### src/sv/fwm_ram.sv
// generic single-port ram with registered read data
// no dependencies
module fwm_ram #(
	parameter int WIDTH = 8,
	parameter int DEPTH = 16
) (
	input  logic                     clk,
	input  logic                     we,
	input  logic                     re,
	input  logic [$clog2(DEPTH)-1:0] addr,
	input  logic [WIDTH-1:0]         wdata,
	output logic [WIDTH-1:0]         rdata
);

	logic [WIDTH-1:0] mem_q [DEPTH];
	logic [WIDTH-1:0] rdata_q;

	always_ff @(posedge clk) begin
		if (we) begin
			mem_q[addr] <= wdata;
		end
		if (re) begin
			rdata_q <= mem_q[addr];
		end
	end

	assign rdata = rdata_q;

endmodule

### config.mk
export PLATFORM = sky130hd
export DESIGN_NAME = fwm_ram
export DESIGN_NICKNAME = d
export VERILOG_FILES = /design/src/sv/fwm_ram.sv
export SDC_FILE = /design/constraint.sdc
export NUM_CORES = 1
export LEC_CHECK = 0
export BUFFER_PORTS_ARGS = -buffer_cell sky130_fd_sc_hd__buf_2
export CAP_MARGIN = 20
export CORE_UTILIZATION = 35
export CTS_CLUSTER_DIAMETER = 50
export DETAILED_ROUTE_END_ITERATION = 12
export GPL_TIMING_DRIVEN = 0
export REMOVE_ABC_BUFFERS = 1
export SKIP_CTS_REPAIR_TIMING = 1
export SLEW_MARGIN = 30
export SYNTH_ARGS = -nofsm -noshare
export SYNTH_HDL_FRONTEND = slang
export SYNTH_SLANG_ARGS = --single-unit
### constraint.sdc
create_clock -name clk -period 2.4 [get_ports clk]
set_input_delay 0.48 -clock clk [delete_from_list [all_inputs] [get_ports clk]]
set_output_delay 0.48 -clock clk [all_outputs]
set_load 0.02 [all_outputs]
### After elaboration in Yosys (flattened, before gate mapping)

Memory sizes are Yosys's and may differ from the RTL's. A register that Yosys moved wholly into a read port is not among the register bits.
Cells that the tools add are included.
Widths: inputs -> output; s select.

| storage, ports and cells | value |
|---|---|
| bits in writable memories | 128 |
| memories kept | 1 |
| bits in latches | 0 |
| word-level logic and storage cells | 3 |
| flip-flop bits (word level) | 0 |
| bits of input ports | 15 |
| bits in read-only memories | 0 |
| output and inout port bits | 8 |

Memories:

| memory | depth | width | read ports | clocked after memory_dff | write ports | line | source |
|---|---|---|---|---|---|---|---|
| mem_q | 16 | 8 | 1 | 1 | 1 | 15 | `logic [WIDTH-1:0] mem_q [DEPTH];` |

| cells by class | value |
|---|---|
| bitwise gates (word level) | 0 |
| multiply operators | 0 |
| shift operators | 0 |
| divide/modulo/power cells | 0 |
| $add $sub $neg | 0 |
| reductions and logical operators | 0 |
| eq/ne operators | 0 |
| multiplexer cells | 2 |
| order comparisons | 0 |

Operators by type and width:

| operator | number |
|---|---|
| $mux 1 | 2 |

### Longest topological paths before layout

| logic depth | value |
|---|---|
| word-level depth | 2 |
| depth in mapped cells | 5 |
| mapped depth without buffers | 3 |

### Worst setup path before layout

OpenSTA, ideal clock, no wires.

| timing | value |
|---|---|
| path kind | input to register |
| from | in addr[2] |
| to | mem mem_q[0][0], enable pin |
| path buffers | 0 |
| library setup time | 0.383 ns |
| data required time | 2.017 ns |
| cell stages on the path | 2 |
| data arrival time | 1.590 ns |
| path slack | 0.427 ns |
| cell sequence | or3b_2 > nor3_1 |

RTL lines:

| what | line | source |
|---|---|---|
| start: declaration | 10 | `input logic [$clog2(DEPTH)-1:0] addr,` |
| end: declaration | 15 |  |

Straight into the memory's write port.

### Final worst setup path

| timing | value |
|---|---|
| from | in addr[0] |
| to | mem mem_q[9][0], enable pin |

Straight into the memory's write port.

==> results.yml <==
clock_tree:
  clk_pin_slew_worst_paths_ns: 0.06
  cts_max_level: 4
  cts_sinks: 136
  cts_made_buffers: 17
  cts_root_buf: "clkbuf_16"
  cts_buffer_depth: 2
  cts_tree: "yes"
  clk_latency_ns: 0.40
run_status:
  outcome: "finished clean"
grt:
  grt_overflow: 0
  grt_pass1_vias: 2468
  track_usage_pct: 14.1
  grt_pass1_wl_um: 14700
  antenna_found_initial: 0
  grt_max_degree: 40
critical_path:
  r2r_slack_ns: 0.83
  r2r_start: "mem_q[3][5]"
  critPathCapture: "mem_q[9][0]"
  slowest_stage: "nor2_1"
  worst-path-buf-inv: 1
  required_ns: 2.42
  worst-path-stages: 3
  crit_fanout: 39
  cp-end-kind: "register"
  worst_r2r_endpoint: "rdata[5]"
  rr_worst_depth: 3
  cp-start-kind: "primary input"
  critPathKind: "in -> reg"
  cp.arrival_ns: 2.13
  cp_slowest_stage_delay_ns: 0.80
  crit_chain: "buf_4, nand2b_1, nor2_1"
  critPathLaunch: "addr[0]"
  cp_top_family: "simple AND/OR/NAND/NOR gates"
timing:
  tightest_slew_ns: 0.987
  max_freq_ghz: 0.473
  finalSetupViolCount: 0
  finalCriticalPeriod_ns: 2.12
  rsz0062_at_grt: "no"
  fin_worst_skew_ns: 0.00588
  holdWs_ns: 0.418
  slew_headroom_pct: 33.9
  timing.final.crit_share_pct: 88.1
  hold_violations: 0
  report.final.slew_viol_count: 0
detailed_routing:
  ant_nets: 0
  viasPerCell: 5.09
  post_drt_wl_per_cell_um: 21.4
  dr.pass1.iters: 4
  drcViolationCount: 0
  vias: 2309
  first_iter_violations: 156
  routed_wl_um: 9700
logic_synthesis:
  netlist_area_um2: 5150
  syn_avg_cell_area_um2: 22.4
  synth_seq_cells: 136
  ys_seq_area_share_pct: 79.3
  synthesis.instances: 230
  yosysWarnings: 0
  ys_types: 17
die:
  core_um2: 14100
  placementRows: 43
  start_util_pct: 36.5
  fp.dieW_um: 123
  dieHeight_um: 123
  die_area_um2: 15200
  ios: 23
power:
  p_leak_nw: 1.93
  powerDensity_nw_per_um2: 904
  ir_worst_vdd_uv: 480
placement:
  portBuffers: 22
  dp_hpwl_um: 5930
  gp_congestion: 0.686
  postPlaceCellArea_um2: 5470
final_layout:
  seqCellArea_um2: 4080
  fin_nets: 276
  drive_above_1_share_pct: 32.5
  multi_input_comb_area_um2: 1020
  final_area_um2: 6050
  n_antenna_cell: 0
  fill_cells: 1214
  area.growth.synth_to_final_pct: 17.6
worst_hold_path:
  hp-class: "in -> reg"
job:
  cap_viol_max_count: 0
[placed cells by master (no fill, tap or decap), drive strengths merged]
cell	netlist	routed
nand3	1	1
and2	1	1
bufinv	0	3
nand3b	2	2
edfxtp	136	136
clkbuf	3	18
nand2	9	9
or3b	1	1
clkinv	0	8
clkinvlp	0	3
nand2b	2	2
a22oi	16	16
nor2b	2	2
buf	8	23
nor3	4	4
mux4	32	32
nor2	13	13
[kinds of logic after synthesis]
family                 Yosys count  synth area share (%)
and+or+nand+nor                 35                  3.16
buffers and inverters           11                  1.17
AOI/OAI and AO/OA               16                  2.33
muxes                           32                  14.0
DFF                            136                  79.3
[stage by stage]
step	total power (W)	utilization [%]	setup slack (ns)	TNS, ns	instances
finish	0.00547	42.9	0.285	0	454
global route	0.00564	42.9	0.186	0	454
CTS	0.00552	42.9	0.274	0	454
detailed placement	0.00299	38.8	-0.121	-6.47	422
global placement	0.00298	38.5	-0.572	-57.47	421
floorplan	0.00286	-	0.427	0	219
[state kept, by name (all words and copies together) (netlist names)]
register / count
mem_q: 128
rdata: 8
[per-layer routing]
| layer | vias to the layer above | part of all wire (%) | GRT usage [%] |
|---|---|---|---|
| li1 | 1029 | - | - |
| met1 | 1205 | 40 | 17.8 |
| met2 | 71 | 51 | 23.4 |
| met3 | 4 | 8.1 | 4.06 |
| met4 | 0 | 0.69 | 4.74 |
| met5 | - | 0 | 0 |
[worst min path at each step]
stage	startpoint	end	slack, ns	cells past startpoint
2_1_floorplan	wdata[0]	mem_q[0][0]	0.58	0
3_3_place_gp	mem_q[12][3]	rdata[3]	0.75	3
3_5_place_dp	mem_q[15][7]	rdata[7]	0.75	3
4_1_cts	re	rdata[3]	0.41	1
5_1_grt	re	rdata[3]	0.41	1
6_report	re	rdata[3]	0.42	1
[synth_stat cells]
cell      count  area [um^2]
edfxtp_1    136         4080
mux4_2       32          721
a22oi_1      16          120
nor2_1       13         48.8
nand2_1       9         33.8
buf_1         4         15.0
nor3_1        4         20.0
buf_2         2         10.0
buf_6         2         22.5
clkbuf_1      2         7.51
nand2b_1      2         12.5
nand3b_1      2         15.0
nor2b_1       2         12.5
and2_1        1         6.26
clkbuf_2      1         5.00
nand3_1       1         5.00
or3b_2        1         8.76
[power breakdown]
part           total (W)  internal, W  switching [W]
clock            0.00253      0.00162       0.000912
sequential       0.00269      0.00268      0.0000113
combinational   0.000250    0.0000952       0.000155
total            0.00547      0.00439        0.00108
[layout make-up]
class | count | share of cell area (%)
flip-flops and latches | 136 | 67.5
clock inverters | 14 | 2.60
multi-input cells | 83 | 16.9
repair buffers | 23 | 2.19
clock buffers | 18 | 7.09
well taps | 180 | 3.72
[worst reg2reg max path, stage by stage, from the launching register on]
cell	delay, ns
edfxtp_1	0.36
mux4_2	0.47
a22oi_1	0.31
nand2_1	0.16
No activity file was read; power rests on OpenSTA's default activity.
