[config.mk]
export PLATFORM = sky130hd
export DESIGN_NAME = fwm_track
export DESIGN_NICKNAME = d
export VERILOG_FILES = /design/src/sv/fwm_pkg.sv /design/src/sv/fwm_track.sv
export SDC_FILE = /design/constraint.sdc
export NUM_CORES = 1
export LEC_CHECK = 0
export BUFFER_PORTS_ARGS = -buffer_cell sky130_fd_sc_hd__buf_2
export CORE_MARGIN = 2
export CORE_UTILIZATION = 49
export DETAILED_ROUTE_END_ITERATION = 16
export PLACE_DENSITY = 0.82
export SETUP_SLACK_MARGIN = 0.5
export SYNTH_ARGS = -nofsm -noshare
export SYNTH_HDL_FRONTEND = slang
export SYNTH_SLANG_ARGS = --single-unit
[constraint.sdc]
create_clock -name clk -period 2.5 [get_ports clk]
set_input_delay 0.125 -clock clk [delete_from_list [all_inputs] [get_ports clk]]
set_output_delay 0.125 -clock clk [all_outputs]
set_load 0.005 [all_outputs]
[src/sv/fwm_pkg.sv]
// shared types and constants for the flash window mirror
// no dependencies; used by every module of the block except fwm_ram
package fwm_pkg;

	localparam int MIRROR_BYTES = 131072;
	localparam int IDX_W = $clog2(MIRROR_BYTES);
	localparam int OUT_IDX_W = 17;
	localparam int CMP_W = (IDX_W > OUT_IDX_W) ? IDX_W : OUT_IDX_W;
	localparam int OFS_W = 32;
	localparam int EXT_W = OFS_W + 1;
	localparam int WLEN_W = 18;
	localparam int BYTE_W = 8;
	localparam int CNT_W = 32;
	localparam int CFG_IDX_W = 1;
	localparam int CFG_DATA_W = 32;

	localparam logic [EXT_W-1:0] MIRROR_END = EXT_W'(MIRROR_BYTES);
	localparam logic [IDX_W-1:0] LAST_INDEX = IDX_W'(MIRROR_BYTES - 1);
	localparam logic [BYTE_W-1:0] ERASED_BYTE = 8'hFF;
	localparam logic [OFS_W-1:0] RESET_WINDOW_BASE = 32'h0010_0000;
	localparam logic [WLEN_W-1:0] RESET_WINDOW_LENGTH = 18'h2_0000;

	typedef enum logic [1:0] {
		ACT_PROGRAM = 2'd0,
		ACT_ERASE   = 2'd1,
		ACT_FLUSH   = 2'd2
	} action_t;

	typedef enum logic [CFG_IDX_W-1:0] {
		REG_WINDOW_BASE   = 1'b0,
		REG_WINDOW_LENGTH = 1'b1
	} cfg_reg_t;

	typedef enum logic [3:0] {
		S_IDLE,
		S_PROG_CALC,
		S_PROG_READ,
		S_PROG_CHECK,
		S_ER_ENDS,
		S_ER_CLIP,
		S_ER_REL,
		S_ER_CHECK,
		S_SWEEP,
		S_REPORT
	} state_t;

	typedef struct packed {
		logic              we;
		logic              re;
		logic [IDX_W-1:0]  addr;
		logic [BYTE_W-1:0] wdata;
	} mem_req_t;

	typedef struct packed {
		logic             mark;
		logic             prog;
		logic             erase;
		logic [IDX_W-1:0] lo;
		logic [IDX_W-1:0] hi;
		logic             clear;
	} track_cmd_t;

	typedef struct packed {
		logic                 dirty;
		logic [OUT_IDX_W-1:0] low;
		logic [OUT_IDX_W-1:0] high;
		logic [CNT_W-1:0]     progs;
		logic [CNT_W-1:0]     erases;
	} track_stat_t;

endpackage

[src/sv/fwm_track.sv]
// dirty flag, dirty index range and saturating operation counters
// depends on fwm_pkg
module fwm_track (
	input  logic                 clk,
	input  logic                 arst_n,
	input  fwm_pkg::track_cmd_t  cmd,
	output fwm_pkg::track_stat_t stat
);

	logic                                dirty_q;
	logic [fwm_pkg::IDX_W-1:0]           low_q;
	logic [fwm_pkg::OUT_IDX_W-1:0]       high_q;
	logic [fwm_pkg::CNT_W-1:0]           prog_cnt_q;
	logic [fwm_pkg::CNT_W-1:0]           erase_cnt_q;

	always_ff @(posedge clk or negedge arst_n) begin
		if (!arst_n) begin
			dirty_q     <= 1'b0;
			low_q       <= '0;
			high_q      <= '0;
			prog_cnt_q  <= '0;
			erase_cnt_q <= '0;
		end else if (cmd.clear) begin
			dirty_q     <= 1'b0;
			low_q       <= '0;
			high_q      <= '0;
			prog_cnt_q  <= '0;
			erase_cnt_q <= '0;
		end else if (cmd.mark) begin
			dirty_q <= 1'b1;
			// nothing marked yet means the low end is still unset
			if (!dirty_q || (cmd.lo < low_q)) begin
				low_q <= cmd.lo;
			end
			if (fwm_pkg::CMP_W'(cmd.hi) > fwm_pkg::CMP_W'(high_q)) begin
				high_q <= fwm_pkg::OUT_IDX_W'(cmd.hi);
			end
			if (cmd.prog && (prog_cnt_q != '1)) begin
				prog_cnt_q <= prog_cnt_q + 32'd1;
			end
			if (cmd.erase && (erase_cnt_q != '1)) begin
				erase_cnt_q <= erase_cnt_q + 32'd1;
			end
		end
	end

	assign stat.dirty  = dirty_q;
	assign stat.low    = dirty_q ? fwm_pkg::OUT_IDX_W'(low_q) : '0;
	assign stat.high   = high_q;
	assign stat.progs  = prog_cnt_q;
	assign stat.erases = erase_cnt_q;

endmodule

# Word-level counts from Yosys, hierarchy flattened
# Index checks and enable logic that the tools add are counted.
# word_totals
ff_bits	99
in_bits	40
word_cells	39
# classes
n_addsub	2
order_cmp	2
eq_ne	2
n_mux	15
reduce_logical	13
# op_table
cell	count
32-bit two-way mux	6
17-bit two-way mux	7
32-bit by 1-bit adder with 32-bit output, second input constant	2
32-bit != test, second input constant	2
17-bit greater-than comparator	1
17-bit < comparator	1
2-bit nonzero test	5
2-bit AND reduction	4
1-bit logical AND	2
1-bit two-way mux	2
1-bit logical NOT	1
1-bit logical OR	1

# Longest topological paths before layout
# Gate-level depths: netlist of the first run.
# depth
depth_word	5
depth_mapped	10

# Worst setup path before layout of the first run
# No wires, ideal clock.
# synth_timing
path_kind	register to register
startpoint	register high_q[15] in the netlist's numbering
endpoint	register high_q[10] in the netlist's numbering
t_arrival_ns	2.368
t_required_ns	2.368
path_slack_ns	0.000
path_stages_with_launch	11
n_path_buf	2
period_less_slack_ns	2.500
path_cell_list	dfrtp_1 inv_1 ha_1 nand4_1 or4_1 a31o_2 a31oi_1 buf_2 buf_4 mux2i_1 nor2_1
# synth_via
elab_chain_cells	3
# synth_lines
item	line	rtl
from (decl)	fwm_track.sv:12	logic [fwm_pkg::OUT_IDX_W-1:0] high_q;
from (signal assigned)	fwm_track.sv:36	high_q <= fwm_pkg::OUT_IDX_W'(cmd.hi);
17-bit greater-than comparator	fwm_track.sv:35	if (fwm_pkg::CMP_W'(cmd.hi) > fwm_pkg::CMP_W'(high_q)) begin
2-bit nonzero test (no line)	--	
2-bit AND reduction (no line)	--	
# Every way passes these cells.
# A chain may end at the register's enable or synchronous reset.

# Worst setup path after layout of the first run
# layout_timing
startpoint	register high_q[9] in the netlist's numbering
endpoint	register high_q[14] in the netlist's numbering
# Same word-level chain as after synthesis.

==> flow_metrics.env, run 1 <==
export IMPL_h_tree_depth=3
export IMPL_fin_tns_setup_ns=0
export IMPL_relSlewSlack_pct=55.7
export IMPL_hold_class="in -> reg"
export IMPL_syn_nets=714
export IMPL_grt_max_degree=60
export IMPL_io_pins=139
export IMPL_finalWeightedCongestion=0.828
export IMPL_worstPathArrival_ns=2.56
export IMPL_grt_ovfl_total=0
export IMPL_synth_distinct_cells=43
export IMPL_final_cell_area_um2=7730
export IMPL_switching_share_pct=27.2
export IMPL_worst_pin_slew_ns=0.664
export IMPL_synth_most_common_cell="dfrtp_1"
export IMPL_core_rowCount=39
export IMPL_syn_to_final_growth_pct=32.0
export IMPL_via_per_inst=5.46
export IMPL_seqPwrFrac_pct=47.7
export IMPL_post_place_ws_ns=0.0909
export IMPL_syn_inst=639
export IMPL_fin_crit_sh_pct=93.6
export IMPL_power_density_nw_per_um2=459
export IMPL_power_leakage_nw=3.68
export IMPL_dr_pass1_iters=5
export IMPL_grt_util_all_layers_pct=22.9
export IMPL_fin_ws_ns=0.160
export IMPL_fin_nets=893
export IMPL_cp_start_kind="flop"
export IMPL_drc=0
export IMPL_numPortBuffers=138
export IMPL_cts_root_buf="clkbuf_16"
export IMPL_path_cells="inv_1, ha_1, nand4_1, or4_4, a31o_4, a31oi_4, buf_6, mux2i_1, nor2_1"
export IMPL_status="completed"
export IMPL_vias=5273
export IMPL_period_minus_slack_ns=2.34
export IMPL_finalClockSkew_ns=0.0135
export IMPL_cts_buffers=9
export IMPL_ys_warnings_count=0
export IMPL_ys_ff_latch=99
export IMPL_clkLatencyLatePin_ns=0.35
export IMPL_wl_per_cell_um=15.5
export IMPL_setup_violations=0
export IMPL_clk_pin_slew_worst_paths_ns=0.07
export IMPL_comb_power_share_pct=15.2
export IMPL_slew_violations=0
export IMPL_chipWidth_um=113
export IMPL_drive_above_1_share_pct=32.6
export IMPL_seqCellArea_um2=2480
export IMPL_required_ns=2.72
export IMPL_synthFlopType="dfrtp_1"
export IMPL_switching_power_mw=0.966
export IMPL_postPlaceCellArea_um2=6840
export IMPL_cts_tree="yes"
export IMPL_finalHoldViolations=0
export IMPL_yosys_top_cells_area="dfrtp_1 42%, ha_1 7.5%, mux2i_1 6.2%"
export IMPL_cts_path_max_buffers=2
export IMPL_die_h_um=113
export IMPL_synth_top_area_share_pct=42.3
export IMPL_max_stage_delay_ns=0.55
export IMPL_whs_ns=0.0317
export IMPL_drtIter0Drc=404
export IMPL_synth_largest_area_cell="dfrtp_1"
export IMPL_die_area_um2=12800
export IMPL_p_clk_share_pct=37.1
export IMPL_nFillCells=866
export IMPL_synth_seq_area_share_pct=42.3
export IMPL_cp_max_fo=7
export IMPL_totalWireLength_mm=15.0
export IMPL_multiInputGateArea_um2=3460
export IMPL_crit_slowest_cell="or4_4"
export IMPL_ir_drop_uv=333
export IMPL_cp_end_kind="flop"
export IMPL_path_buf_inv=2
export IMPL_critPathTopFamily="simple AND/OR/NAND/NOR gates"
export IMPL_cts_sinks=99
export IMPL_diodes=0
export IMPL_synth_edff_count=0
export IMPL_dp_cells=911
export IMPL_p_int_mw=2.58
export IMPL_grt_pass1_wl_mm=23.8
export IMPL_fmax_ghz=0.427
export IMPL_path_class="reg -> reg"
export IMPL_grt_pass1_vias=5012
export IMPL_async_reset_ff_share_pct=100
export IMPL_initial_core_util_pct=50.8
export IMPL_netlist_area_um2=5850
export IMPL_antenna_found_initial=0
export IMPL_synth_top_cells_by_count="99 x dfrtp_1, 92 x nor2_1, 41 x inv_1"
export IMPL_final_cells=965
export IMPL_coreArea_um2=11500
export IMPL_r2r_slack_ns=0.16
export IMPL_drv_cap=0
export IMPL_syn_avg_cell_area_um2=9.16
export IMPL_hpwl_mm=9.75
export IMPL_drtAntennaViolNets=0
export IMPL_rsz0062_at_grt="true"
-- registers in the layout, indices dropped and copies added, names as in the netlist --
name and count:
erase_cnt_q 32, prog_cnt_q 32, high_q 17, low_q 17, dirty_q 1
-- stage by stage --
step,util (%),power [mW]
after floorplan,-,2.00
after global placement,59.4,2.17
after detailed placement,59.4,2.18
after CTS,64.1,3.55
after global routing,67.1,3.73
final,67.1,3.55
-- timing repair --
item,4_1_cts,5_1_grt
setup buffers,16,20
gates cloned,2,0
gates resized for setup,25,41
setup endpoints to repair,67,77
endpoints found under the hold margin,49,0
pin swaps,10,23
hold buffers,1,0
-- kinds of logic after synthesis --
family                   after synthesis  share of synthesized area (%)
flip-flops                            99                           42.3
buffers and inverters                 67                           4.64
AND/OR/NAND/NOR                      294                           25.9
AO/OA/AOI/OAI                         52                           5.13
adder cells (fa/ha/maj)               35                           7.48
XOR/XNOR                              56                           8.38
multiplexers                          36                           6.16
-- worst reg2reg max path, delay by kind of cell (launching register included) --
kind	cells	cell delay [ns]
multiplexers	1	0.22
AND/OR/NAND/NOR	3	0.71
AO/OA/AOI/OAI	2	0.41
flip-flops	1	0.38
adder cells (fa/ha/maj)	1	0.27
buffers and inverters	2	0.23
-- power by group through the flow --
stage	combinational (mW)	sequential [mW]	clock, mW
floorplan	0.285	1.71	0
global placement	0.446	1.72	0
detailed placement	0.458	1.73	0
CTS	0.504	1.69	1.35
global route	0.605	1.70	1.43
finish	0.540	1.69	1.32
-- final timing paths --
kind,start,endpoint,depth (start not counted)
max,high_q[9],high_q[14],9
min,cmd[18],low_q[0],3
max reg2reg,high_q[9],high_q[14],9
min reg2reg,high_q[8],high_q[8],2
max in group asynchronous,arst_n,erase_cnt_q[9],3
min in group asynchronous,arst_n,prog_cnt_q[4],2
-- per-layer routing --
metal / vias up / GRT usage (%) / share of wire (%) / wire length (um)
li1: 2542 / - / - / -
met2: 191 / 39.1 / 51 / 7590
met4: 0 / 8.37 / 2.1 / 313
met3: 35 / 3.96 / 5.2 / 778
met5: - / 0 / 0 / 0
met1: 2505 / 29.2 / 42 / 6300
-- final cells by class --
type / instances / area share [%]
Clock buffer: 9 / 2.91
Clock inverter: 6 / 0.648
Inverter: 41 / 1.99
Multi-Input combinational cell: 474 / 44.8
Sequential cell: 99 / 32.1
Tap cell: 143 / 2.32
Timing Repair Buffer: 193 / 15.2
-- placed cells by master (no fill, tap or decap), types with 2 or more instances in the layout --
cell type,count
nand3_1,24
inv_1,35
a21oi_2,3
a21oi_1,23
o21ai_0,12
buf_2,136
dfrtp_2,5
nor3_4,4
or3_4,3
mux2i_1,35
clkinvlp_4,2
nor4_2,3
nand3_2,6
ha_4,7
and4_1,3
nor2_1,90
or3_1,5
nand2_1,35
nand4_1,28
xnor2_1,26
or4_4,4
nor4_4,3
buf_6,8
nand2b_1,35
inv_6,2
clkbuf_16,9
xor2_1,30
inv_2,6
buf_12,2
buf_4,45
dfrtp_1,94
and3_1,8
nor2_2,2
nor4_1,2
clkinv_4,2
nor2b_1,2
nand4b_1,2
nor3_1,11
ha_1,27
and2_1,19
No activity file was read; power rests on OpenSTA's default activity.
==> inputs of run 2 (changes only) <==
--- a/config.mk
+++ b/config.mk
@@ -6,10 +6,13 @@
 export NUM_CORES = 1
 export LEC_CHECK = 0
 export BUFFER_PORTS_ARGS = -buffer_cell sky130_fd_sc_hd__buf_2
+export CELL_PAD_IN_SITES_DETAIL_PLACEMENT = 1
+export CELL_PAD_IN_SITES_GLOBAL_PLACEMENT = 1
 export CORE_MARGIN = 2
-export CORE_UTILIZATION = 49
+export CORE_UTILIZATION = 37
 export DETAILED_ROUTE_END_ITERATION = 16
 export PLACE_DENSITY = 0.82
+export REMOVE_ABC_BUFFERS = 1
 export SETUP_SLACK_MARGIN = 0.5
 export SYNTH_ARGS = -nofsm -noshare
 export SYNTH_HDL_FRONTEND = slang
==> run 2 against run 1 <==
Fmax shrank 3.9%. Cell count grew 9.5%. Power grew 5.7%. Clock power grew 11%. Global-route usage shrank 2.2 points. Die area grew 31%. Design area grew 4.7%. Critical path depth is the same. Routed wire length grew 23%. Clock-buffer cell count grew 1. Largest power group unchanged. Sequential power is essentially flat. Largest cell class unchanged.
==> flow_metrics.env, run 2 (same netlist as run 1, synthesis figures left out) <==
export IMPL_status="completed"
export IMPL_h_tree_depth=3
export IMPL_finalHoldViolations=0
export IMPL_cts_path_max_buffers=2
export IMPL_final_common_cell="buf_2"
export IMPL_finalWeightedCongestion=0.793
export IMPL_grt_ovfl_total=0
export IMPL_totalWireLength_mm=18.5
export IMPL_switching_share_pct=27.4
export IMPL_via_per_inst=5.18
export IMPL_cp_end_kind="flop"
export IMPL_drtAntennaViolNets=0
export IMPL_wl_per_cell_um=17.5
export IMPL_diodes=0
export IMPL_seqPwrFrac_pct=45.1
export IMPL_drv_cap=0
export IMPL_drc=0
export IMPL_die_h_um=130
export IMPL_rsz0062_at_grt="true"
export IMPL_grt_pass1_vias=5525
export IMPL_io_pins=139
export IMPL_slew_violations=0
export IMPL_worstPathArrival_ns=2.65
export IMPL_p_clk_share_pct=39.1
export IMPL_hold_class="in -> reg"
export IMPL_switching_power_mw=1.03
export IMPL_cts_root_buf="clkbuf_16"
export IMPL_grt_max_degree=117
export IMPL_drive_above_1_share_pct=35.7
export IMPL_ir_drop_uv=297
export IMPL_relSlewSlack_pct=57.0
export IMPL_numPortBuffers=138
export IMPL_finalClockSkew_ns=0.00830
export IMPL_fin_ws_ns=0.0648
export IMPL_cts_buffers=9
export IMPL_antenna_found_initial=0
export IMPL_r2r_slack_ns=0.06
export IMPL_hpwl_mm=11.1
export IMPL_power_mw=3.75
export IMPL_drtIter0Drc=205
export IMPL_required_ns=2.71
export IMPL_initial_core_util_pct=38.2
export IMPL_grt_pass1_wl_mm=27.6
export IMPL_comb_power_share_pct=15.8
export IMPL_clk_pin_slew_worst_paths_ns=0.08
export IMPL_worst_pin_slew_ns=0.639
export IMPL_power_density_nw_per_um2=464
export IMPL_hold_path_depth=3
export IMPL_power_leakage_nw=3.84
export IMPL_reg_top3="erase_cnt_q: 32 flops, prog_cnt_q: 32 flops"
export IMPL_chipWidth_um=130
export IMPL_r2r_end="high_q[2]"
export IMPL_path_class="reg -> reg"
export IMPL_die_area_um2=16800
export IMPL_fin_crit_sh_pct=97.4
export IMPL_cp_startpoint="high_q[11]"
export IMPL_setup_violations=0
export IMPL_cp_start_kind="flop"
export IMPL_fin_nets=916
export IMPL_post_place_ws_ns=0.0107
export IMPL_final_cell_mix="136 x buf_2, 90 x dfrtp_1, 89 x nor2_1, 65 x buf_4, 36 x inv_1"
export IMPL_cts_sinks=99
export IMPL_dr_pass1_iters=4
export IMPL_fmax_ghz=0.411
export IMPL_coreArea_um2=15300
export IMPL_syn_to_final_growth_pct=38.1
export IMPL_ff2ff_path_depth=9
export IMPL_period_minus_slack_ns=2.44
export IMPL_cp_max_fo=9
export IMPL_p_int_mw=2.72
export IMPL_grt_util_all_layers_pct=20.7
export IMPL_vias=5477
export IMPL_rr_startpoint="high_q[11]"
export IMPL_worstSetupEndpoint="high_q[2]"
export IMPL_cts_tree="yes"
export IMPL_core_rowCount=45
export IMPL_clkLatencyLatePin_ns=0.35
## run 2: what timing repair did
| item | CTS | global route |
|---|---|---|
| endpoints found under the hold margin | 63 | 0 |
| gates resized for setup | 34 | 64 |
| endpoints found under the setup margin | 60 | 85 |
| buffers inserted | 27 | 27 |
| cloned | 2 | 0 |
| pin swaps | 12 | 39 |
| hold buffers | 1 | 0 |
## run 2: power by group through the flow
| stage | Clock, mW | Combinational [mW] | Sequential (mW) |
|---|---|---|---|
| 4_1_cts | 1.49 | 0.545 | 1.69 |
| 3_3_place_gp | 0 | 0.459 | 1.72 |
| 6_report | 1.47 | 0.594 | 1.69 |
| 2_1_floorplan | 0 | 0.249 | 1.72 |
| 3_5_place_dp | 0 | 0.478 | 1.72 |
| 5_1_grt | 1.56 | 0.660 | 1.70 |
## run 2: worst min-delay path by stage
stage                        from        end  slack, ns
after floorplan            arst_n    dirty_q      -0.17
after global placement     arst_n   low_q[9]      -0.01
after detailed placement   arst_n   low_q[8]      -0.01
after CTS                 cmd[29]  low_q[11]       0.03
after global routing      cmd[29]  low_q[11]       0.03
final                     cmd[29]  low_q[11]       0.03
## run 2: area by class of cell
cell class	count	area (um2)
multi-input combinational	474	3520
clock buffer	10	239
inverter	41	154
fill	1800	7230
clock inverter	6	65.1
tap	211	264
sequential	99	2490
timing repair buffer	216	1360
## run 2: worst max-delay path: stages, from the launching register on
cell and delay (ns):
dfrtp_1 0.37, inv_2 0.06, ha_4 0.26, nand4_1 0.12, or4_4 0.55, a31o_4 0.23, a31oi_4 0.20, buf_8 0.18
mux2i_2 0.24, nor2_1 0.08
## run 2: layer usage
| metal | up-vias | wire length [um] | track usage, % |
|---|---|---|---|
| li1 | 2587 | - | - |
| met5 | - | 0 | 0 |
| met3 | 28 | 748 | 3.69 |
| met2 | 127 | 9500 | 35.9 |
| met4 | 0 | 363 | 7.02 |
| met1 | 2735 | 7890 | 26.1 |
## run 2: stage by stage
step / cell area (um2) / hold WS [ns] / cells / utilization [%] / TNS (ns)
2_1_floorplan: 5740 / -0.171 / 613 / - / -17.93
3_3_place_gp: 6900 / -0.0140 / 984 / 45.0 / 0
3_5_place_dp: 6900 / -0.0144 / 984 / 45.0 / 0
4_1_cts: 7600 / 0.0258 / 1030 / 49.6 / 0
5_1_grt: 8090 / 0.0323 / 1057 / 52.8 / -0.0421
6_report: 8090 / 0.0299 / 1057 / 52.8 / 0
