===== src/sv/fwm_pkg.sv =====
// shared types and constants for the flash window mirror
// no dependencies; used by every module of the block except fwm_ram
package fwm_pkg;

	localparam int MIRROR_BYTES = 131072;
	localparam int IDX_W = $clog2(MIRROR_BYTES);
	localparam int OUT_IDX_W = 17;
	localparam int CMP_W = (IDX_W > OUT_IDX_W) ? IDX_W : OUT_IDX_W;
	localparam int OFS_W = 32;
	localparam int EXT_W = OFS_W + 1;
	localparam int WLEN_W = 18;
	localparam int BYTE_W = 8;
	localparam int CNT_W = 32;
	localparam int CFG_IDX_W = 1;
	localparam int CFG_DATA_W = 32;

	localparam logic [EXT_W-1:0] MIRROR_END = EXT_W'(MIRROR_BYTES);
	localparam logic [IDX_W-1:0] LAST_INDEX = IDX_W'(MIRROR_BYTES - 1);
	localparam logic [BYTE_W-1:0] ERASED_BYTE = 8'hFF;
	localparam logic [OFS_W-1:0] RESET_WINDOW_BASE = 32'h0010_0000;
	localparam logic [WLEN_W-1:0] RESET_WINDOW_LENGTH = 18'h2_0000;

	typedef enum logic [1:0] {
		ACT_PROGRAM = 2'd0,
		ACT_ERASE   = 2'd1,
		ACT_FLUSH   = 2'd2
	} action_t;

	typedef enum logic [CFG_IDX_W-1:0] {
		REG_WINDOW_BASE   = 1'b0,
		REG_WINDOW_LENGTH = 1'b1
	} cfg_reg_t;

	typedef enum logic [3:0] {
		S_IDLE,
		S_PROG_CALC,
		S_PROG_READ,
		S_PROG_CHECK,
		S_ER_ENDS,
		S_ER_CLIP,
		S_ER_REL,
		S_ER_CHECK,
		S_SWEEP,
		S_REPORT
	} state_t;

	typedef struct packed {
		logic              we;
		logic              re;
		logic [IDX_W-1:0]  addr;
		logic [BYTE_W-1:0] wdata;
	} mem_req_t;

	typedef struct packed {
		logic             mark;
		logic             prog;
		logic             erase;
		logic [IDX_W-1:0] lo;
		logic [IDX_W-1:0] hi;
		logic             clear;
	} track_cmd_t;

	typedef struct packed {
		logic                 dirty;
		logic [OUT_IDX_W-1:0] low;
		logic [OUT_IDX_W-1:0] high;
		logic [CNT_W-1:0]     progs;
		logic [CNT_W-1:0]     erases;
	} track_stat_t;

endpackage


===== src/sv/fwm_ctrl.sv =====
// sequencer: window registers, offset arithmetic, read-modify-write of the
// mirror and the erase and clear sweeps; depends on fwm_pkg
module fwm_ctrl (
	input  logic                             clk,
	input  logic                             arst_n,
	input  logic                             cfg_wr_en,
	input  logic [fwm_pkg::CFG_IDX_W-1:0]    cfg_index,
	input  logic [fwm_pkg::CFG_DATA_W-1:0]   cfg_data,
	input  logic                             in_valid,
	output logic                             in_ready,
	input  logic [1:0]                       action,
	input  logic [fwm_pkg::OFS_W-1:0]        flash_offset,
	input  logic [fwm_pkg::BYTE_W-1:0]       program_value,
	input  logic [fwm_pkg::OFS_W-1:0]        erase_length,
	input  logic                             out_free,
	output logic                             report,
	output fwm_pkg::mem_req_t                mem_req,
	input  logic [fwm_pkg::BYTE_W-1:0]       mem_rdata,
	output fwm_pkg::track_cmd_t              track_cmd
);

	fwm_pkg::state_t                   state_q, state_d;
	fwm_pkg::action_t                  act_q;
	logic [fwm_pkg::OFS_W-1:0]         base_q;
	logic [fwm_pkg::WLEN_W-1:0]        wlen_q;
	logic [fwm_pkg::OFS_W-1:0]         off_q;
	logic [fwm_pkg::BYTE_W-1:0]        val_q;
	logic [fwm_pkg::OFS_W-1:0]         len_q;
	logic [fwm_pkg::EXT_W-1:0]         a_q;
	logic [fwm_pkg::EXT_W-1:0]         b_q;
	logic                              miss_q;
	logic [fwm_pkg::IDX_W-1:0]         sweep_addr_q;
	logic [fwm_pkg::IDX_W-1:0]         sweep_last_q;
	logic                              sweep_rep_q;

	logic [fwm_pkg::EXT_W-1:0]         base_ext;
	logic [fwm_pkg::EXT_W-1:0]         off_ext;
	logic                              prog_hit;
	logic [fwm_pkg::EXT_W-1:0]         rel1_clip;
	logic [fwm_pkg::EXT_W-1:0]         er_last;
	logic                              er_skip;
	logic                              sweep_done;

	assign base_ext   = {1'b0, base_q};
	assign off_ext    = {1'b0, off_q};
	assign prog_hit   = !a_q[fwm_pkg::OFS_W] &&
		(a_q[fwm_pkg::OFS_W-1:0] < fwm_pkg::OFS_W'(wlen_q)) &&
		(a_q < fwm_pkg::MIRROR_END);
	assign rel1_clip  = (b_q > fwm_pkg::MIRROR_END) ? fwm_pkg::MIRROR_END : b_q;
	assign er_last    = rel1_clip - 33'd1;
	assign er_skip    = miss_q || (a_q >= fwm_pkg::MIRROR_END) || (rel1_clip <= a_q);
	assign sweep_done = (sweep_addr_q == sweep_last_q);

	// window registers
	always_ff @(posedge clk or negedge arst_n) begin
		if (!arst_n) begin
			base_q <= fwm_pkg::RESET_WINDOW_BASE;
			wlen_q <= fwm_pkg::RESET_WINDOW_LENGTH;
		end else if (cfg_wr_en) begin
			unique case (fwm_pkg::cfg_reg_t'(cfg_index))
				fwm_pkg::REG_WINDOW_BASE: begin
					base_q <= cfg_data;
				end
				fwm_pkg::REG_WINDOW_LENGTH: begin
					wlen_q <= cfg_data[fwm_pkg::WLEN_W-1:0];
				end
			endcase
		end
	end

	// state register; reset starts the clear sweep
	always_ff @(posedge clk or negedge arst_n) begin
		if (!arst_n) begin
			state_q <= fwm_pkg::S_SWEEP;
		end else begin
			state_q <= state_d;
		end
	end

	always_ff @(posedge clk or negedge arst_n) begin
		if (!arst_n) begin
			sweep_addr_q <= '0;
			sweep_last_q <= fwm_pkg::LAST_INDEX;
			sweep_rep_q  <= 1'b0;
		end else if (state_q == fwm_pkg::S_ER_CHECK) begin
			sweep_addr_q <= a_q[fwm_pkg::IDX_W-1:0];
			sweep_last_q <= er_last[fwm_pkg::IDX_W-1:0];
			sweep_rep_q  <= 1'b1;
		end else if ((state_q == fwm_pkg::S_SWEEP) && !sweep_done) begin
			sweep_addr_q <= sweep_addr_q + fwm_pkg::IDX_W'(1);
		end
	end

	// item capture and offset arithmetic
	always_ff @(posedge clk) begin
		if (in_valid && in_ready) begin
			act_q <= fwm_pkg::action_t'(action);
			off_q <= flash_offset;
			val_q <= program_value;
			len_q <= erase_length;
		end
		case (state_q)
			fwm_pkg::S_PROG_CALC: begin
				a_q <= off_ext - base_ext;
			end
			fwm_pkg::S_ER_ENDS: begin
				a_q <= off_ext + {1'b0, len_q};
				b_q <= base_ext + fwm_pkg::EXT_W'(wlen_q);
			end
			fwm_pkg::S_ER_CLIP: begin
				a_q    <= (off_ext < base_ext) ? base_ext : off_ext;
				b_q    <= (a_q > b_q) ? b_q : a_q;
				miss_q <= (a_q <= base_ext) || (off_ext >= b_q);
			end
			fwm_pkg::S_ER_REL: begin
				a_q <= a_q - base_ext;
				b_q <= b_q - base_ext;
			end
			default: begin
			end
		endcase
	end

	always_comb begin
		state_d   = state_q;
		in_ready  = 1'b0;
		report    = 1'b0;
		mem_req   = '0;
		track_cmd = '0;
		unique case (state_q)
			fwm_pkg::S_IDLE: begin
				in_ready = 1'b1;
				if (in_valid) begin
					unique case (fwm_pkg::action_t'(action))
						fwm_pkg::ACT_PROGRAM: state_d = fwm_pkg::S_PROG_CALC;
						fwm_pkg::ACT_ERASE:   state_d = fwm_pkg::S_ER_ENDS;
						default:              state_d = fwm_pkg::S_REPORT;
					endcase
				end
			end
			fwm_pkg::S_PROG_CALC: begin
				state_d = fwm_pkg::S_PROG_READ;
			end
			fwm_pkg::S_PROG_READ: begin
				if (prog_hit) begin
					mem_req.re   = 1'b1;
					mem_req.addr = a_q[fwm_pkg::IDX_W-1:0];
					state_d      = fwm_pkg::S_PROG_CHECK;
				end else begin
					state_d = fwm_pkg::S_REPORT;
				end
			end
			fwm_pkg::S_PROG_CHECK: begin
				if (mem_rdata != val_q) begin
					mem_req.we      = 1'b1;
					mem_req.addr    = a_q[fwm_pkg::IDX_W-1:0];
					mem_req.wdata   = val_q;
					track_cmd.mark  = 1'b1;
					track_cmd.prog  = 1'b1;
					track_cmd.lo    = a_q[fwm_pkg::IDX_W-1:0];
					track_cmd.hi    = a_q[fwm_pkg::IDX_W-1:0];
				end
				state_d = fwm_pkg::S_REPORT;
			end
			fwm_pkg::S_ER_ENDS: begin
				state_d = fwm_pkg::S_ER_CLIP;
			end
			fwm_pkg::S_ER_CLIP: begin
				state_d = fwm_pkg::S_ER_REL;
			end
			fwm_pkg::S_ER_REL: begin
				state_d = fwm_pkg::S_ER_CHECK;
			end
			fwm_pkg::S_ER_CHECK: begin
				if (er_skip) begin
					state_d = fwm_pkg::S_REPORT;
				end else begin
					track_cmd.mark  = 1'b1;
					track_cmd.erase = 1'b1;
					track_cmd.lo    = a_q[fwm_pkg::IDX_W-1:0];
					track_cmd.hi    = er_last[fwm_pkg::IDX_W-1:0];
					state_d         = fwm_pkg::S_SWEEP;
				end
			end
			fwm_pkg::S_SWEEP: begin
				mem_req.we    = 1'b1;
				mem_req.addr  = sweep_addr_q;
				mem_req.wdata = fwm_pkg::ERASED_BYTE;
				if (sweep_done) begin
					state_d = sweep_rep_q ? fwm_pkg::S_REPORT : fwm_pkg::S_IDLE;
				end
			end
			fwm_pkg::S_REPORT: begin
				if (out_free) begin
					report          = 1'b1;
					track_cmd.clear = (act_q == fwm_pkg::ACT_FLUSH);
					state_d         = fwm_pkg::S_IDLE;
				end
			end
			default: begin
				state_d = fwm_pkg::S_IDLE;
			end
		endcase
	end

endmodule


===== config.mk =====
export PLATFORM = sky130hd
export DESIGN_NAME = fwm_ctrl
export DESIGN_NICKNAME = d
export VERILOG_FILES = /design/src/sv/fwm_pkg.sv /design/src/sv/fwm_ctrl.sv
export SDC_FILE = /design/constraint.sdc
export NUM_CORES = 1
export LEC_CHECK = 0
export ABC_CLOCK_PERIOD_IN_PS = 5870
export BUFFER_PORTS_ARGS = -buffer_cell sky130_fd_sc_hd__buf_2
export CAP_MARGIN = 20
export CORE_MARGIN = 5
export CORE_UTILIZATION = 56
export CTS_CLUSTER_DIAMETER = 30
export DETAILED_ROUTE_END_ITERATION = 8
export GPL_TIMING_DRIVEN = 0
export PLACE_DENSITY_LB_ADDON = 0.1
export SYNTH_ARGS = -nofsm -noshare
export SYNTH_HDL_FRONTEND = slang
export SYNTH_SLANG_ARGS = --single-unit

===== constraint.sdc =====
create_clock -name clk -period 5.87 [get_ports clk]
set_input_delay 0.2935 -clock clk [delete_from_list [all_inputs] [get_ports clk]]
set_output_delay 0.2935 -clock clk [all_outputs]
set_load 0.02 [all_outputs]

---- After elaboration in Yosys (flattened, before gate mapping) ----
Cells that the tools add are included.
storage, ports and cells
  word-level logic and storage cells ...... 100
  input port bits ......................... 120
  bits in registers ....................... 230
cells by class
  bitwise gates (word level) .............. 1
  $lt $le $gt $ge ......................... 9
  equality and inequality tests ........... 17
  add/sub/neg operators ................... 7
  multiplexer cells ....................... 35
  reductions and logical operators ........ 18
operator list
  cell                                                                               number
  33-bit one-hot mux with 4 select lines                                             1
  33-bit one-hot mux with 3 select lines                                             1
  34-bit one-hot mux with 2 select lines                                             1
  33-bit two-way mux                                                                 2
  33-bit by 32-bit subtractor with 33-bit output                                     2
  17-bit one-hot mux with 3 select lines                                             1
  4-bit one-hot mux with 10 select lines                                             1
  35-bit two-way mux                                                                 1
  17-bit two-way mux                                                                 2
  34-bit two-way mux                                                                 1
  32-bit by 18-bit adder with 33-bit output                                          1
  32-bit by 32-bit adder with 33-bit output                                          1
  32-bit by 33-bit >= comparator with 1-bit output                                   1
  33-bit by 18-bit >= comparator with 1-bit output, second input constant            1
  33-bit by 18-bit greater-than comparator with 1-bit output, second input constant  1
  33-bit greater-than comparator                                                     1
  33-bit by 32-bit <= comparator with 1-bit output                                   1
  33-bit <= comparator                                                               1
  33-bit by 18-bit less-than comparator with 1-bit output, second input constant     1
  32-bit by 32-bit subtractor with 33-bit output                                     1
  32-bit by 18-bit less-than comparator with 1-bit output                            1
  32-bit less-than comparator                                                        1
  32-bit two-way mux                                                                 1
  25-bit two-way mux                                                                 1
  29 further kinds                                                                   60

---- Logic depth before layout (Yosys ltp) ----
Gate-level depths: netlist of run 1.
  word-level depth ........................ 6
  depth in mapped cells ................... 23

---- Worst setup path after synthesis of run 1 ----
No wires, ideal clock.
  path type ............................... reg-to-output
  start ................................... register b_q[2] (netlist name)
  end ..................................... output port track_cmd[20] (netlist name)
  setup slack ............................. -100 ps
  arrival ................................. 5677 ps
  required time ........................... 5577 ps
  stages on the path, launching flop included .. 24
  buffers on the path ..................... 4
  cell sequence ........................... edfxtp_1 or4_4 or3_1 buf_2 or3_4 or4_4 or3_4 a21oi_4 buf_6 clkbuf_1 nand2_1 inv_1 ha_1 a21o_1 a21o_1 a21o_1 a21oi_1 o221ai_1 a32oi_1 a2111oi_0 nand2_1 nand2b_1 clkbuf_1 and2_1
RTL lines
  element                 line             RTL
  start, declared         fwm_ctrl.sv:30   logic [fwm_pkg::EXT_W-1:0] b_q;
  start signal, assigned  fwm_ctrl.sv:108  b_q <= base_ext + fwm_pkg::EXT_W'(wlen_q);
  start signal, assigned  fwm_ctrl.sv:112  b_q <= (a_q > b_q) ? b_q : a_q;
  start signal, assigned  fwm_ctrl.sv:117  b_q <= b_q - base_ext;
  end, declared           fwm_ctrl.sv:19   output fwm_pkg::track_cmd_t track_cmd

==> summary.txt, run 1 <==
Clock network
  • Clk pin slew, worst setup/hold paths: 40 ps
  • CTS Sinks: 230
  • CTS max path bufs: 3
  • CTS buffer count: 68
  • H-tree Lvls: 3
  • CTS tree: yes
  • Clock root buffer: clkbuf_16
  • Worst skew pair latency: 590 ps

Synth
  • Post-Synthesis Cells: 2362
  • Synth Area in Adders: 16.3%
  • Yosys Warn Count: 0
  • Synthesized flop and latch total: 230
  • Synth top area share: 20.3%
  • Synth Area in Compound Gates: 23.3%
  • Area of the mapped netlist: 20800 um^2
  • Dominant cell type by area after synthesis: edfxtp_1
  • Avg Inst Size Synth: 8.83 um^2
  • Post-synthesis mux area share: 1.92%
  • Synth async-reset ratio: 38.7%
  • Post-Synth Simple-Gate Area: 16.0%
  • Xor/xnor share of the synthesized area: 7.23%
  • Synth Flop Type: edfxtp_1
  • Top post-synthesis cells by area: edfxtp_1 (20%), ha_1 (16%), dfrtp_1 (8.3%)
  • Post-synth EDFFs: 141
  • Largest family of logic cells by synthesized area: compound AO/OA/AOI/OAI gates
  • Synth unique cells: 75
  • Sequential share of the synthesized area: 31.1%

STA
  • Clk_skew: 23.5 ps
  • PnR worst setup slack: -343 ps
  • Min Tclk post-route: 6210 ps
  • RSZ-0062 raised after global routing: true
  • Total negative slack: -10510 ps
  • Final Max Slew Viols: 0
  • Final hold vios: 0
  • Relative slew margins: 21.7%
  • Tcrit/Tclk final: 106%
  • Final setup fails: 37
  • Min Hold Slack: 26.4 ps
  • Max Freq: 0.161 GHz
  • Worst slew pin tran: 1170 ps

Global route
  • Initial antenna violation count: 1
  • First-pass GRT wire length: 121000 um
  • GR Overflow Total: 0
  • Vias in the first global route: 21400
  • Largest net degree at the start of global routing: 71
  • GRT Total Usage: 37.8%

Placed design
  • Placed Area: 22600 um^2
  • Port Buffers: 186
  • Post-place setup slack: -1260 ps
  • Placed insts: 3042
  • GP Congestion: 0.997
  • Post-DP HPWL: 58800 um

Route
  • Starting DRT DRC Count: 2102
  • Routed via count: 21500
  • Post-route DRC: 0
  • DRT antenna net count: 0
  • Final WL: 81100 um
  • First drt pass iteration count: 7
  • Via density per instance: 6.49
  • Wire length per cell: 24.4 um

Critical path
  • Worst endpoint data arrival time: 5920 ps
  • CP Capture Type: output port
  • WS Path Type: flip-flop to output port
  • Crit path required time: 5580 ps
  • Crit Path Max Fanout: 6
  • Startpoint Class: flip-flop

Outcome
  • Outcome: finished with violations
  • Failing checks: setup timing

Pwr
  • Worst IR Drop VDD: 0.000372 V
  • Leak: 12.1 nW
  • Total Power: 14.2 mW
  • Pwr Density: 525 nW/um^2

Finish
  • Commonest non-fill, non-tap cell in the layout: ha_1
  • Core Util, Final: 73.5%
  • Final instance area: 27000 um^2
  • Most frequent cells in the layout: ha_1 (256), o21ai_0 (200), a21oi_1 (192)
  • Final std cells w/o fill: 3317
  • Synth-to-layout area growth: 29.4%
  • Share of cells above drive strength 1: 17.5%
  • # nets final: 3182
  • Antenna fix cells: 0

Hold path
  • Worst hold path type: input pin to flip-flop

Floorplanning
  • Starting Density: 56.8%
  • Die W: 203 um
  • I/O Pins: 187
  • Die Y: 203 um
  • Cell Rows: 70
  • Floorplan core area: 36700 um^2
  • Die footprint: 41200 um^2

Run
  • Max capacitance violation total: 0
[layer usage]
layer | track usage, % | vias to the layer above | routed length, um
li1 | - | 9683 | -
met1 | 47.1 | 10100 | 30800
met2 | 61.1 | 1400 | 36900
met3 | 8.21 | 307 | 8550
met4 | 20.9 | 2 | 4800
met5 | 0 | - | 13
[cell usage after synthesis, drive strengths merged (20+ instances only)]
| master | instances |
|---|---|
| ha | 263 |
| o21ai | 212 |
| a21oi | 195 |
| nand2 | 187 |
| inv | 153 |
| edfxtp | 141 |
| nor2 | 121 |
| xnor2 | 96 |
| a21o | 84 |
| xor2 | 76 |
| dfrtp | 69 |
| clkbuf | 63 |
| nor3 | 49 |
| nand2b | 48 |
| nand3 | 47 |
| and2 | 42 |
| nor2b | 39 |
| nand4 | 38 |
| and3 | 36 |
| mux2 | 29 |
| a211oi | 25 |
| a22o | 24 |
| a22oi | 23 |
| dfstp | 20 |
[timing repair]
action / in CTS / in global routing
pin swaps: 12 / 11
buffers inserted: 27 / 14
gates cloned: 4 / 0
setup endpoints to repair: 36 / 37
hold buffers: 103 / 0
hold endpoints to repair: 137 / 0
gates resized for setup: 115 / 52
[final timing paths]
check	start	end	slack [ps]	cells past startpoint
max in group asynchronous	arst_n	wlen_q[17]	4850	3
worst max register to register	b_q[4]	state_q[0]	-320	31
min in group asynchronous	arst_n	sweep_addr_q[1]	270	2
worst min register to register	sweep_last_q[2]	sweep_last_q[2]	490	2
worst min-delay path	cfg_data[17]	base_q[17]	30	3
worst max-delay path	b_q[4]	track_cmd[1]	-340	23
[report_power, final]
part	internal, mW	switching [mW]	leakage [nW]
Clock	2.67	1.18	1.16
Combinational	2.84	4.25	8.55
Sequential	2.42	0.796	2.38
Total	7.93	6.23	12.1
[cell type report]
cell class / count / area, um^2
tap: 468 / 586
clock buffer: 81 / 1830
buffer: 72 / 324
timing repair buffer: 349 / 2710
multi-input combinational: 1920 / 13900
inverter: 153 / 582
clock inverter: 44 / 548
sequential: 230 / 6490
fill: 2601 / 9720
[cells by family after synthesis]
kind of cell             after synthesis
AND/OR/NAND/NOR                      668
XOR/XNOR                             172
AO/OA/AOI/OAI                        761
multiplexers                          36
buffers and inverters                226
flip-flops                           230
adder cells (fa/ha/maj)              268
other                                  1
[sequential cells by signal, indices dropped and copies added (netlist names)]
register,cells
state_q,4
base_q,32
a_q,33
len_q,32
sweep_rep_q,1
off_q,32
b_q,33
miss_q,1
sweep_addr_q,17
wlen_q,18
sweep_last_q,17
act_q,2
val_q,8
[critical path, stage by stage (launching register included)]
cell and delay [ps]:
edfxtp_1 420, or4_4 550, or3_4 350, or3_4 370, or4_4 430, or3_4 350
a21oi_4 180, buf_6 160, buf_4 110, and2_4 160, ha_4 200, a21o_1 160
a21o_1 160, a21o_1 170, a21oi_2 190, o221ai_4 160, a32oi_2 240, a2111oi_4 110
buf_4 180, nand2_8 100, buf_4 150, inv_8 40, a22o_1 210, buf_4 160
(Power assumes the default switching activity.)
==> run 2, diff against run 1 <==
--- a/config.mk
+++ b/config.mk
@@ -9,10 +9,10 @@
 export BUFFER_PORTS_ARGS = -buffer_cell sky130_fd_sc_hd__buf_2
 export CAP_MARGIN = 20
 export CORE_MARGIN = 5
-export CORE_UTILIZATION = 56
-export CTS_CLUSTER_DIAMETER = 30
+export CORE_UTILIZATION = 50
 export DETAILED_ROUTE_END_ITERATION = 8
 export GPL_TIMING_DRIVEN = 0
+export MAX_ROUTING_LAYER = met4
 export PLACE_DENSITY_LB_ADDON = 0.1
 export SYNTH_ARGS = -nofsm -noshare
 export SYNTH_HDL_FRONTEND = slang
==> run 2 against run 1 <==
The run still ends with setup timing left. Total power decreased by 14%. Flip-flop and latch count unchanged. Sequential share of layout area increased by 1.1 points. Hold slack got worse by 13 ps. Final cell count decreased by 0.48%. Clock skew decreased by 7.4 ps. Clock-buffer cell count decreased by 43. Fmax increased by 1.0%. Clock power decreased by 50%. Utilization decreased by 11 points. Critical path type unchanged. Critical endpoint is now track_cmd[18]. Largest cell class unchanged.
==> summary.txt, run 2 (synthesis results as in run 1) <==
Route
  • Via density per instance: 6.22
  • First drt pass iteration count: 5
  • Wire length per cell: 23.9 um
  • Starting DRT DRC Count: 1932
  • Routed via count: 20500
  • Post-route DRC: 0
  • Final WL: 79000 um
  • DRT antenna net count: 0

Placed design
  • Port Buffers: 186
  • Placed insts: 3106
  • Post-DP HPWL: 61300 um
  • GP Congestion: 0.984
  • Post-place setup slack: -1390 ps
  • Placed Area: 22700 um^2

Pwr
  • Sw Share: 47.5%
  • Net Sw Power: 5.77 mW
  • Clock power share: 15.8%
  • Worst IR Drop VDD: 0.000304 V
  • Seq pwr share: 26.5%
  • Comb pwr share: 57.8%
  • Pwr Density: 472 nW/um^2
  • Cell-internal power: 6.39 mW
  • Leak: 11.4 nW

Finish
  • Largest regs: a_q (33), b_q (33)
  • Final instance area: 25800 um^2
  • # nets final: 3134
  • Synth-to-layout area growth: 23.7%
  • Share of cells above drive strength 1: 15.3%
  • Final std cells w/o fill: 3301
  • Most frequent cells in the layout: ha_1 (256), o21ai_0 (198), a21oi_1 (192)
  • Antenna fix cells: 0
  • Commonest non-fill, non-tap cell in the layout: ha_1

STA
  • RSZ-0062 raised after global routing: true
  • PnR worst setup slack: -280 ps
  • Worst slew pin tran: 1200 ps
  • Relative slew margins: 19.9%
  • Max Freq: 0.163 GHz
  • Tcrit/Tclk final: 105%
  • Final setup fails: 36
  • Min Tclk post-route: 6150 ps
  • Clk_skew: 16.1 ps
  • Final Max Slew Viols: 0
  • Final hold vios: 0

Clock network
  • Clk pin slew, worst setup/hold paths: 60 ps
  • Clock root buffer: clkbuf_16
  • CTS tree: yes
  • CTS max path bufs: 3
  • CTS buffer count: 30
  • H-tree Lvls: 1
  • Worst skew pair latency: 580 ps
  • CTS Sinks: 230

Floorplanning
  • Die footprint: 45900 um^2
  • Cell Rows: 74
  • Die W: 214 um
  • I/O Pins: 187
  • Die Y: 214 um
  • Starting Density: 50.8%
  • Floorplan core area: 41000 um^2

Critical path
  • CP Capture Type: output port
  • CP Cell Sequence: or4_4 > or3_4 > or3_4 > or4_4 > or3_4 > a21oi_4 > buf_6 > clkbuf_16 > and2_4 > ha_4 > nand4_1 > nor4_4 > nand2_1 > nor2_4 > nand2_1 > o21ai_2 > a2111oi_4 > buf_4 > nand2_8 > nand2b_4 > buf_6 > and2_4 > buf_6
  • Largest stage delay, worst path: 550 ps
  • Crit path required time: 5580 ps
  • CP max-delay cell: or4_4
  • CP Launch Point: b_q[4]
  • R2R Path Start: b_q[4]
  • WS Path Type: flip-flop to output port
  • Worst endpoint data arrival time: 5860 ps
  • Crit Path Max Fanout: 8
  • Startpoint Class: flip-flop

Global route
  • Vias in the first global route: 20100
  • Largest net degree at the start of global routing: 70
  • Initial antenna violation count: 0
  • GRT Total Usage: 33.6%
  • First-pass GRT wire length: 118000 um
  • GR Overflow Total: 0

Outcome
  • Failing checks: setup timing
  • Outcome: finished with violations

Run
  • Max capacitance violation total: 0

Hold path
  • Worst hold path type: input pin to flip-flop
  • Hold path start: cfg_data[15]
-- run 2: cell count changes in the layout (fill, tap and decap cells not counted), sizes merged --
cell and delta:
clkinv -13, clkbuf -42, inv -5, buf -12, bufinv -7, dlygate4sd3 +1, clkinvlp -2
-- run 2: worst max-delay path: cells and delay by family (launching register included) --
family	cells	cell delay, ps
AND/OR/NAND/NOR	14	3680
buffers and inverters	5	760
flip-flops	1	380
AO/OA/AOI/OAI	3	310
adder cells (fa/ha/maj)	1	120
-- run 2: final cells by class --
class                   instances  area, um^2
plain buffers                  72         339
clock buffers                  38         842
clock inverters                17         175
fillers                      3442       15200
inverters                     153         582
multi-input cells            1920       14000
flip-flops and latches        230        6490
well taps                     532         666
repair buffers                339        2720
-- run 2: routing by layer --
layer | vias to the layer above | part of all wire [%] | GRT usage [%]
li1 | 9550 | - | -
met4 | 0 | 4.6 | 12.8
met2 | 1034 | 46 | 54.7
met5 | - | 0 | -
met1 | 9775 | 41 | 42.7
met3 | 166 | 8.3 | 4.94
-- run 2: repair_timing --
action | in CTS | in global routing
pin swaps | 11 | 14
endpoints found under the hold margin | 138 | 0
setup endpoints to repair | 36 | 45
hold buffers | 104 | 0
buffers inserted | 31 | 6
resized for setup | 119 | 78
gates cloned | 3 | 0
-- run 2: worst paths after layout --
path,to,slack (ps),depth (start not counted)
worst max-delay path,track_cmd[18],-280,23
worst min register to register,sweep_last_q[9],480,2
worst max register to register,state_q[0],130,28
min in group asynchronous,sweep_addr_q[3],200,2
max in group asynchronous,base_q[20],4950,3
worst min-delay path,base_q[15],10,3
-- run 2: power groups by stage --
stage	sequential, mW	clock (mW)	combinational [mW]
6_report	3.22	1.92	7.02
5_1_grt	3.25	1.99	7.69
4_1_cts	3.16	1.92	6.81
3_5_place_dp	3.20	0	6.65
3_3_place_gp	3.23	0	6.41
2_1_floorplan	2.82	0	4.89
-- run 2: through the flow --
stage | hold WS (ps) | setup TNS [ps] | power, mW | utilization (%)
2_1_floorplan | -2.09 | 0 | 7.71 | -
3_3_place_gp | 470 | -70670 | 9.64 | 54.8
3_5_place_dp | 235 | -38010 | 9.85 | 55.4
4_1_cts | 5.32 | -9240 | 11.9 | 61.9
5_1_grt | 5.71 | -10490 | 12.9 | 62.9
6_report | 13.8 | -7540 | 12.2 | 62.9
==> run 3, diff against run 2 <==
--- a/config.mk
+++ b/config.mk
@@ -14,6 +14,7 @@
 export GPL_TIMING_DRIVEN = 0
 export MAX_ROUTING_LAYER = met4
 export PLACE_DENSITY_LB_ADDON = 0.1
+export SETUP_SLACK_MARGIN = 0.05
 export SYNTH_ARGS = -nofsm -noshare
 export SYNTH_HDL_FRONTEND = slang
 export SYNTH_SLANG_ARGS = --single-unit
==> run 3 against run 2 <==
The flow still finishes with violations (setup timing). Non-clock buffer count is 9 lower. Via count fell by 0.91%. Critical path depth decreased by 1. Combinational power barely moved. Sequential share of layout area up 0.34 points. Largest power group unchanged. Critical endpoint is now track_cmd[1].
==> summary.txt, run 3 (synthesis results as in run 1) <==
Clock network
  • Clock root buffer: clkbuf_16
  • CTS max path bufs: 3
  • Worst skew pair latency: 590 ps
  • CTS tree: yes
  • CTS buffer count: 30
  • CTS Sinks: 230
  • H-tree Lvls: 1
  • Clk pin slew, worst setup/hold paths: 60 ps

Global route
  • Initial antenna violation count: 1
  • Largest net degree at the start of global routing: 70
  • Vias in the first global route: 19800
  • GR Overflow Total: 0
  • First-pass GRT wire length: 116000 um
  • GRT Total Usage: 33.3%

Critical path
  • Largest stage delay, worst path: 550 ps
  • CP max-delay cell: or4_4
  • CP Cell Sequence: or4_4 > or3_4 > or3_4 > or4_4 > or3_4 > a21oi_4 > buf_6 > clkbuf_16 > nand2_4 > inv_2 > ha_4 > nand4_1 > nor2_4 > nand2_2 > o221ai_4 > a32oi_2 > a2111oi_4 > nand2_2 > buf_4 > inv_4 > a22o_1 > buf_4
  • Critical path's most frequent cell: or3_4
  • Startpoint Class: flip-flop
  • Top Family by Delay on Critical Path: simple AND/OR/NAND/NOR gates
  • CP Capture Type: output port
  • CP bufs+invs: 6
  • WS Path Type: flip-flop to output port
  • Crit Path Max Fanout: 7
  • Worst endpoint data arrival time: 5850 ps
  • Crit path required time: 5580 ps

Finish
  • Share of cells above drive strength 1: 14.3%
  • Final std cells w/o fill: 3294
  • Largest regs: a_q (33), b_q (33)
  • Commonest non-fill, non-tap cell in the layout: ha_1
  • # nets final: 3125
  • Fillers: 3564
  • Most frequent cells in the layout: ha_1 (259), o21ai_0 (201), a21oi_1 (192)
  • Final instance area: 25400 um^2
  • Synth-to-layout area growth: 22.0%
  • Core Util, Final: 62.0%

Pwr
  • Net Sw Power: 5.76 mW
  • Sw Share: 47.5%
  • Cell-internal power: 6.36 mW
  • Pwr Density: 476 nW/um^2
  • Comb pwr share: 57.7%
  • Clock power share: 15.8%
  • Seq pwr share: 26.5%
  • Worst IR Drop VDD: 0.000329 V
  • Leak: 11.3 nW
  • Total Power: 12.1 mW

Floorplanning
  • Cell Rows: 74
  • I/O Pins: 187
  • Die footprint: 45900 um^2
  • Starting Density: 50.8%
  • Die Y: 214 um
  • Die W: 214 um
  • Floorplan core area: 41000 um^2

Route
  • Post-route DRC: 0
  • Starting DRT DRC Count: 2152
  • Final WL: 78500 um
  • DRT antenna net count: 0
  • Via density per instance: 6.17
  • Routed via count: 20300
  • First drt pass iteration count: 8
  • Wire length per cell: 23.8 um

STA
  • Relative slew margins: 20.3%
  • Final Max Slew Viols: 0
  • Clk_skew: 12.3 ps
  • Min Tclk post-route: 6140 ps
  • Max Freq: 0.163 GHz
  • Worst slew pin tran: 1200 ps
  • Final hold vios: 0
  • RSZ-0062 raised after global routing: true
  • Tcrit/Tclk final: 105%
  • Final setup fails: 36
  • PnR worst setup slack: -270 ps

Placed design
  • Post-DP HPWL: 60800 um
  • Placed insts: 3105
  • GP Congestion: 1.02
  • Placed Area: 22700 um^2
  • Port Buffers: 186
  • Post-place setup slack: -1470 ps

Outcome
  • Failing checks: setup timing
  • Outcome: finished with violations

Hold path
  • Worst hold path type: input pin to flip-flop

Run
  • Max capacitance violation total: 0
[run 3: final cells by class]
type                    instances  area (um^2)  share of cell area, %
diodes                          1         2.50                0.00984
plain buffers                  72          334                   1.31
clock buffers                  39          858                   3.37
clock inverters                17          149                  0.585
inverters                     153          577                   2.27
multi-input cells            1920        13800                   54.2
flip-flops and latches        230         6490                   25.5
well taps                     532          666                   2.62
repair buffers                330         2570                   10.1
[run 3: worst min-delay path, cell delays in order]
cell and delay [ps]:
buf_2 140, nand2_1 60, o21ai_0 70
[run 3: worst paths after layout]
| check | start | to | slack [ps] | cells past startpoint |
|---|---|---|---|---|
| setup / recovery | b_q[4] | track_cmd[1] | -270 | 22 |
| max in group asynchronous | arst_n | base_q[20] | 4970 | 3 |
| setup reg to reg | base_q[1] | a_q[20] | 610 | 16 |
| hold / removal | cfg_data[15] | base_q[15] | 30 | 3 |
| min in group asynchronous | arst_n | sweep_addr_q[2] | 170 | 2 |
| hold reg to reg | sweep_last_q[13] | sweep_last_q[13] | 490 | 2 |
[run 3: what timing repair did]
| action | CTS | global route |
|---|---|---|
| endpoints found under the setup margin | 37 | 36 |
| hold buffers | 107 | 0 |
| endpoints found under the hold margin | 144 | 0 |
| buffers inserted | 16 | 5 |
| resized for setup | 75 | 62 |
| cloned | 3 | 0 |
| pin swaps | 8 | 11 |
[run 3: metal layers]
layer / share of wire, % / wire length, um / track usage (%)
met1: 41 / 32300 / 42.3
met2: 46 / 35900 / 53.6
met3: 8.4 / 6590 / 5.76
met4: 4.7 / 3680 / 12.6
met5: 0 / 0 / -
[run 3: through the flow]
stage | setup TNS [ps] | hold WS, ps
after floorplan | 0 | -2.09
after global placement | -55990 | 469
after detailed placement | -41990 | 239
after CTS | -7230 | 5.87
after global routing | -10810 | 18.7
final | -7550 | 27.4
[run 3: power by group through the flow]
stage | combinational [mW] | sequential [mW] | clock, mW
2_1_floorplan | 4.89 | 2.82 | 0
3_3_place_gp | 6.40 | 3.22 | 0
3_5_place_dp | 6.63 | 3.19 | 0
4_1_cts | 6.80 | 3.15 | 1.92
5_1_grt | 7.67 | 3.24 | 1.99
6_report | 6.99 | 3.22 | 1.91
